===== config.mk =====
export PLATFORM = sky130hd
export DESIGN_NAME = dsst_ctrl
export DESIGN_NICKNAME = d
export VERILOG_FILES = /design/src/rtl/core/dsst_pkg.sv /design/src/rtl/core/dsst_ctrl.sv
export SDC_FILE = /design/constraint.sdc
export NUM_CORES = 1
export LEC_CHECK = 0
export ABC_AREA = 1
export BUFFER_PORTS_ARGS = -buffer_cell sky130_fd_sc_hd__buf_2
export CAP_MARGIN = 30
export CORE_MARGIN = 3
export CORE_UTILIZATION = 40
export DETAILED_ROUTE_END_ITERATION = 16
export HOLD_SLACK_MARGIN = 0.05
export PLACE_DENSITY = 0.59
export SLEW_MARGIN = 15
export SYNTH_ARGS = -nofsm -noshare
export SYNTH_HDL_FRONTEND = slang
export SYNTH_SLANG_ARGS = --single-unit
export TNS_END_PERCENT = 10

===== constraint.sdc =====
create_clock -name i_clk -period 1.64 [get_ports i_clk]
set_clock_uncertainty 0.15 [all_clocks]
set_input_delay 0.164 -clock i_clk [delete_from_list [all_inputs] [get_ports i_clk]]
set_output_delay 0.164 -clock i_clk [all_outputs]
set_load 0.01 [all_outputs]

===== src/rtl/core/dsst_pkg.sv =====
`timescale 1ns / 1ps
`default_nettype none
// ============================================================================
// dsst_pkg
// Shared types and constants for the depth sorted slot table.
// ============================================================================
package dsst_pkg;

    localparam int SLOTS_DEF       = 4096;
    localparam int HANDLE_BITS_DEF = 16;
    localparam int DEPTH_BITS_DEF  = 16;

    typedef enum logic [2:0] {
        REQ_ADD    = 3'd0,
        REQ_REMOVE = 3'd1,
        REQ_CLEAR  = 3'd2,
        REQ_SORT   = 3'd3,
        REQ_READ   = 3'd4
    } t_req;

    typedef enum logic [4:0] {
        S_INIT,
        S_IDLE,
        S_ADD_RD,
        S_ADD_CHK,
        S_REM_RD,
        S_REM_CHK,
        S_READ_RD,
        S_READ_CHK,
        S_CLR,
        S_CMP_RD,
        S_CMP_CHK,
        S_MRG_INIT,
        S_PASS_CHK,
        S_MRG_RD,
        S_MRG_WR,
        S_RUN_NEXT,
        S_RUN_CHK,
        S_WB_RD,
        S_WB_WR,
        S_DONE
    } t_state;

    typedef enum logic [4:0] {
        OP_NONE,
        OP_LOAD,
        OP_SWEEP_CLR,
        OP_ADV,
        OP_ADD_PLACE,
        OP_REM_TAKE,
        OP_READ_TAKE,
        OP_CMP_STEP,
        OP_MRG_INIT,
        OP_RUN_SETUP,
        OP_MRG_RD,
        OP_MRG_WR,
        OP_RUN_NEXT,
        OP_PASS_NEXT,
        OP_WB_INIT,
        OP_WB_WR,
        OP_EMIT
    } t_dp_op;

    typedef struct packed {
        t_dp_op op;
        logic   read_sel;
    } t_dp_cmd;

    typedef struct packed {
        logic free_hit;
        logic match_hit;
        logic scan_last;
        logic pass_done;
        logic lo_end;
        logic k_last;
    } t_dp_status;

endpackage
`default_nettype wire


===== src/rtl/core/dsst_ctrl.sv =====
`timescale 1ns / 1ps
`default_nettype none
// ============================================================================
// dsst_ctrl
// Sequencer for the slot table: handshakes and operation steps.
// ============================================================================
module dsst_ctrl
    import dsst_pkg::*;
(
    input  wire logic       i_clk,
    input  wire logic       i_rst_n,
    input  wire logic       i_valid,
    output logic            o_stall,
    input  wire logic [2:0] i_req_type,
    output logic            o_valid,
    input  wire logic       i_stall,
    output t_dp_cmd         o_cmd,
    input  wire t_dp_status i_status
);

    t_state r_state, n_state;
    logic   r_ov;
    logic   w_emit;

    assign o_stall = (r_state != S_IDLE);
    assign o_valid = r_ov;
    assign w_emit  = (r_state == S_DONE) && (!r_ov || !i_stall);

    always_ff @(posedge i_clk) begin
        if (!i_rst_n) begin
            r_state <= S_INIT;
            r_ov    <= 1'b0;
        end else begin
            r_state <= n_state;
            if (w_emit) begin
                r_ov <= 1'b1;
            end else if (!i_stall) begin
                r_ov <= 1'b0;
            end
        end
    end

    always_comb begin
        n_state = r_state;
        unique case (r_state)
            S_INIT:     if (i_status.scan_last) n_state = S_IDLE;
            S_IDLE: begin
                if (i_valid) begin
                    unique case (i_req_type)
                        REQ_ADD:    n_state = S_ADD_RD;
                        REQ_REMOVE: n_state = S_REM_RD;
                        REQ_CLEAR:  n_state = S_CLR;
                        REQ_SORT:   n_state = S_CMP_RD;
                        REQ_READ:   n_state = S_READ_RD;
                        default:    n_state = S_DONE;
                    endcase
                end
            end
            S_ADD_RD:   n_state = S_ADD_CHK;
            S_ADD_CHK: begin
                if (i_status.free_hit || i_status.scan_last) n_state = S_DONE;
                else n_state = S_ADD_RD;
            end
            S_REM_RD:   n_state = S_REM_CHK;
            S_REM_CHK: begin
                if (i_status.match_hit || i_status.scan_last) n_state = S_DONE;
                else n_state = S_REM_RD;
            end
            S_READ_RD:  n_state = S_READ_CHK;
            S_READ_CHK: n_state = S_DONE;
            S_CLR:      if (i_status.scan_last) n_state = S_DONE;
            S_CMP_RD:   n_state = S_CMP_CHK;
            S_CMP_CHK: begin
                if (i_status.scan_last) n_state = S_MRG_INIT;
                else n_state = S_CMP_RD;
            end
            S_MRG_INIT: n_state = S_PASS_CHK;
            S_PASS_CHK: begin
                if (i_status.pass_done) n_state = S_WB_RD;
                else n_state = S_MRG_RD;
            end
            S_MRG_RD:   n_state = S_MRG_WR;
            S_MRG_WR: begin
                if (i_status.k_last) n_state = S_RUN_NEXT;
                else n_state = S_MRG_RD;
            end
            S_RUN_NEXT: n_state = S_RUN_CHK;
            S_RUN_CHK: begin
                if (i_status.lo_end) n_state = S_PASS_CHK;
                else n_state = S_MRG_RD;
            end
            S_WB_RD:    n_state = S_WB_WR;
            S_WB_WR: begin
                if (i_status.scan_last) n_state = S_DONE;
                else n_state = S_WB_RD;
            end
            S_DONE:     if (w_emit) n_state = S_IDLE;
            default:    n_state = S_INIT;
        endcase
    end

    always_comb begin
        o_cmd.op       = OP_NONE;
        o_cmd.read_sel = (r_state == S_READ_RD);
        unique case (r_state)
            S_INIT:     o_cmd.op = OP_SWEEP_CLR;
            S_IDLE:     if (i_valid) o_cmd.op = OP_LOAD;
            S_ADD_CHK: begin
                if (i_status.free_hit) o_cmd.op = OP_ADD_PLACE;
                else if (!i_status.scan_last) o_cmd.op = OP_ADV;
            end
            S_REM_CHK: begin
                if (i_status.match_hit) o_cmd.op = OP_REM_TAKE;
                else if (!i_status.scan_last) o_cmd.op = OP_ADV;
            end
            S_READ_CHK: o_cmd.op = OP_READ_TAKE;
            S_CLR:      o_cmd.op = OP_SWEEP_CLR;
            S_CMP_CHK:  o_cmd.op = OP_CMP_STEP;
            S_MRG_INIT: o_cmd.op = OP_MRG_INIT;
            S_PASS_CHK: o_cmd.op = i_status.pass_done ? OP_WB_INIT : OP_RUN_SETUP;
            S_MRG_RD:   o_cmd.op = OP_MRG_RD;
            S_MRG_WR:   o_cmd.op = OP_MRG_WR;
            S_RUN_NEXT: o_cmd.op = OP_RUN_NEXT;
            S_RUN_CHK:  o_cmd.op = i_status.lo_end ? OP_PASS_NEXT : OP_RUN_SETUP;
            S_WB_WR:    o_cmd.op = OP_WB_WR;
            S_DONE:     if (w_emit) o_cmd.op = OP_EMIT;
            default:    o_cmd.op = OP_NONE;
        endcase
    end

endmodule
`default_nettype wire


# After elaboration in Yosys (flattened, before gate mapping)
# Cells that the tools add are included.
[classes] muxes=23 n_reduce_logical=10 eq_ne=29
[ops] cell="case mux 5 bit (20 select lines)" n=1
[ops] cell="case mux 5 bit (14 select lines)" n=1
[ops] cell="2-to-1 mux 5 bit" n=9
[ops] cell="equality test 5 x 4 -> 1 bit, second input constant" n=8
[ops] cell="case mux 5 bit (5 select lines)" n=1
[ops] cell="equality test 5 x 3 -> 1 bit, second input constant" n=4
[ops] cell="equality test 5 bit, second input constant" n=4
[ops] cell="equality test 5 x 2 -> 1 bit, second input constant" n=2
[ops] cell="2-to-1 mux 3 bit" n=3
[ops] cell="2-to-1 mux 2 bit" n=4
[ops] cell="inequality test 2 bit, second input constant" n=4
[ops] cell="equality test 3 x 2 -> 1 bit, second input constant" n=2
[ops] cell="equality test 5 x 1 -> 1 bit, second input constant" n=1
[ops] cell="logical NOT 5 bit" n=1
[ops] cell="inequality test 5 x 1 -> 1 bit, second input constant" n=1
[ops] cell="2-to-1 mux 1 bit" n=4
[ops] cell="AND reduction 4 bit" n=1
[ops] cell="equality test 3 x 1 -> 1 bit, second input constant" n=1
[ops] cell="equality test 3 bit, second input constant" n=1
[ops] cell="logical NOT 3 bit" n=1
[ops] cell="logical OR 1 bit" n=3
[ops] cell="logical NOT 1 bit" n=2
[ops] cell="inequality test 2 x 1 -> 1 bit, second input constant" n=1
[ops] cell="OR reduction 2 bit" n=1
[ops] cell="logical AND 1 bit" n=1
[word_totals] inputBits=13 word_cells=64 output_inout_bits=8 register_bits=6

# Logic depth before layout (Yosys ltp)
[logic_depth] depth_word=5 mapped_depth=11 depth_no_buf=10

# Worst setup path after synthesis
# No wires, ideal clock.
[synth_path] kind="register -> register" startpoint="reg r_state[1]" endpoint="reg r_state[0]" n_path_buf=1 setup_slack_ps=188 setup_time_ps=120 arrival_ps=1182 stages_incl_launch_ff=12 t_required_ps=1370 period_less_slack_ps=1452 cell_sequence="dfxtp_1 > buf_4 > inv_2 > nand2_2 > nor2_4 > nand2_2 > inv_2 > nand2_2 > nand2_2 > a21oi_4 > nand2_1 > a21oi_1"
[synth_via] elab_chain_len=4 elab_cells_between_ends=27 classes_between="eq/ne: 23; mux: 1; reduce/logical: 3"
[synth_lines] element="start, declared" line="dsst_ctrl.sv:21" rtl="t_state r_state, n_state;"
[synth_lines] element="start signal, assigned" line="dsst_ctrl.sv:34" rtl="r_state <= n_state;"
[synth_lines] element="equality test 5 bit" line="dsst_ctrl.sv:27, dsst_ctrl.sv:45"
[synth_lines] element="logical AND 1 bit" line="dsst_ctrl.sv:27" rtl="assign w_emit = (r_state == S_DONE) && (!r_ov || !i_stall);"
[synth_lines] element="inequality test 2 bit (no line)"
[synth_lines] element="AND reduction 4 bit (no line)"
# Several ways; a longest one is shown, not always the timed one.
# A chain may end at the register's enable or synchronous reset.

==> results.sh <==
export IMPL_status="complete, but fails checks"
export IMPL_failed_checks="negative setup slack"
export IMPL_ys_flop_type="dfxtp_1"
export IMPL_ys_warnings_count=0
export IMPL_io_pins=21
export IMPL_yosys_register_bits=6
export IMPL_drcViolationCount=0
export IMPL_worstPathArrival_ps=1440
export IMPL_syn_to_final_growth_pct=63.09
export IMPL_root_buffer="clkbuf_4"
export IMPL_synth_area_per_cell_um2=5.650
export IMPL_drtPass1Iterations=4
export IMPL_wirelength_um=3421
export IMPL_timing_rr_start="r_state[2]"
export IMPL_fin_ws_ps=-115.6
export IMPL_grt_pass1_wl_um=5168
export IMPL_grt_pass1_vias=1161
export IMPL_vias=1274
export IMPL_synth_top_cell_by_area="nand2_1"
export IMPL_path_delay_family="flip-flops"
export IMPL_r2r_slack_ps=-20
export IMPL_synth_distinct_cells=23
export IMPL_hold_viol_final=0
export IMPL_ys_async_sr_fraction_pct=0
export IMPL_die_area_um2=2850
export IMPL_worstReg2RegEnd="r_state[4]"
export IMPL_worstSetupStartpointType="register"
export IMPL_first_iter_violations=39
export IMPL_synth_compound_area_share_pct=13.23
export IMPL_r2r_cells=11
export IMPL_synthSimpleGateAreaFrac_pct=61.28
export IMPL_rows=16
export IMPL_io_buffers=20
export IMPL_clock_fmax_mhz=569.6
export IMPL_power_per_cell_area_nw_per_um2=1346
export IMPL_via_per_inst=5.286
export IMPL_critPathRequiredTime_ps=1330
export IMPL_leakagePower_nw=0.7678
export IMPL_cpPeakStageDelay_ps=420
export IMPL_finalCriticalPeriod_ps=1756
export IMPL_nets=229
export IMPL_holdCritPathClass="primary input to register"
export IMPL_seq_area_frac_synth_pct=13.37
export IMPL_synth_nets=172
export IMPL_relSlewSlack_pct=82.21
export IMPL_finalCritPeriodShare_pct=107.0
export IMPL_rsz0062_at_grt="yes"
export IMPL_cts_max_level=1
export IMPL_crit_buf_inv=2
export IMPL_coreArea_um2=2042
export IMPL_path_cells="inv_4 > nand2_4 > nor2_4 > nand2_2 > o21ai_2 > a221oi_2 > nand2_1 > buf_2"
export IMPL_worstSetupPathType="register to output port"
export IMPL_routedWlPerCell_um=14.20
export IMPL_synthAdderAreaFrac_pct=0
export IMPL_fin_util_pct=71.75
export IMPL_hold_ws_ps=80.23
export IMPL_synth_edf_count=0
export IMPL_grt_ovfl_total=0
export IMPL_die_h_um=53.39
export IMPL_hold_depth=3
export IMPL_ir_drop_uv=794.6
export IMPL_min_delay_worst_endpoint="r_state[4]"
export IMPL_cts_tree="built"
export IMPL_ys_top_cells_by_area="nand2_1 15%, dfxtp_1 13%, nor2_1 10%"
export IMPL_netlist_area_um2=898.4
export IMPL_layout_drive_gt1_share_pct=54.21
export IMPL_cap_violations=0
export IMPL_gr_usage_all_layers_pct=25.09
export IMPL_synth_most_common_cell="nand2_1"
export IMPL_place_congestion=0.9258
export IMPL_synth_common_cells="35 x nand2_1, 25 x nor2_1, 18 x inv_1, 18 x nand3_1, 8 x a21oi_1"
export IMPL_antenna_left=0
export IMPL_clockBufferDepth=2
export IMPL_clk_pin_slew_ps=40
export IMPL_worst_pin_slew_ps=264.1
export IMPL_cp_end_kind="output port"
export IMPL_muxShareOfSynthArea_pct=0
export IMPL_insertion_delay_ps=250
export IMPL_dieWidth_um=53.39
export IMPL_syn_inst=159
export IMPL_synth_top_area_share_pct=14.62
export IMPL_antenna_diode_count=0
export IMPL_dpl_hpwl_um=2282
export IMPL_slew_viol_final=0
export IMPL_grt_max_degree=10
export IMPL_hp_start="i_rst_n"
export IMPL_synth_xor_area_share_pct=0
export IMPL_path_max_fanout=7
export IMPL_start_util_pct=44.00
export IMPL_cts_buffers=3
export IMPL_antenna_found_initial=0
export IMPL_cp_slowest_cell="dfxtp_4"
export IMPL_setup_viol=7
export IMPL_synth_top_family_by_area="simple AND/OR/NAND/NOR gates"
export IMPL_cts_sinks=6
==> worst max-delay path by stage <==
stage | startpoint | end | slack [ps] | cells after the start
after global routing | r_state[1] | o_cmd[3] | -190 | 8
after global placement | r_state[3] | r_state[1] | 20 | 9
after detailed placement | r_state[1] | o_cmd[3] | -7 | 8
final | r_state[1] | o_cmd[3] | -120 | 8
after floorplan | r_state[1] | r_state[0] | 190 | 11
after CTS | r_state[3] | o_cmd[3] | -80 | 8
==> metrics by stage <==
stage                     total power, W  std cells  instance area (um2)  setup WS [ps]  setup TNS, ps
after detailed placement        0.001369        220                 1159         -7.472         -7.472
after global routing            0.002112        241                 1465         -194.7          -1233
after CTS                       0.001771        233                 1345         -83.75         -330.6
after floorplan                0.0009658        159                898.4          188.3              0
final                           0.001972        241                 1465         -115.6         -488.0
after global placement          0.001374        220                 1159          22.95              0
==> worst register-to-register path, cell delays in order, from the launching register on <==
cell     delay (ps)
dfxtp_4         370
nor2_4          180
nand2_4         110
nor2_4          160
inv_2            60
nand2_2          70
buf_4           100
buf_4           100
nor2_2           30
nand3_1          70
nand2_1          70
a21oi_2         110
==> sequential cells by signal (all words and copies together), names as in the netlist <==
signal,cells
r_state,5
o_valid,1
==> layer usage <==
metal,global-route usage [%],routed length [um],share of wire [%],vias up
met1,33.67,1529,45,583
met2,42.04,1597,47,56
met5,0,0,0,-
li1,-,-,-,625
met4,5.106,69,2.0,0
met3,3.380,226,6.6,10
==> power by group <==
| group | internal [W] | switching [W] | leakage, nW |
|---|---|---|---|
| clock | 0.0000827 | 0.0000531 | 0.0138 |
| sequential | 0.000199 | 0.0000885 | 0.0522 |
| combinational | 0.000705 | 0.000843 | 0.702 |
==> cells by family (layout without fill, tap and decap cells) <==
logic type,count (synthesis),count (layout)
compound gates,19,19
buf+inv,26,81
simple gates,108,108
flops,6,6
==> layout by cell type (no fill, tap or decap), drive strengths merged <==
master       Yosys  routed
dlygate4sd3      0       1
nand4            3       3
a221oi           1       1
o21ai            6       6
nor3             2       2
nand3b           2       2
o22ai            1       1
a21oi            9       9
nand3           20      20
buf              2      53
dfxtp            6       6
inv             24      24
o2111ai          2       2
clkbuf           0       3
nor2            36      36
nand2           45      45
==> cell type report <==
class | count | area [um2]
Inverter | 24 | 97.59
Timing Repair Buffer | 54 | 381.6
Clock buffer | 3 | 22.52
Fill cell | 190 | 576.8
Sequential cell | 6 | 136.4
Multi-Input combinational cell | 127 | 793.3
Tap cell | 27 | 33.78
==> repair_timing <==
item | in CTS | in global routing
buffers inserted | 10 | 8
hold endpoints to repair | 1 | 0
gates cloned | 0 | 0
pin swaps | 13 | 17
setup endpoints to repair | 6 | 11
gates resized for setup | 34 | 17
hold buffers | 1 | 0
Power figures use the tool's default switching activity.
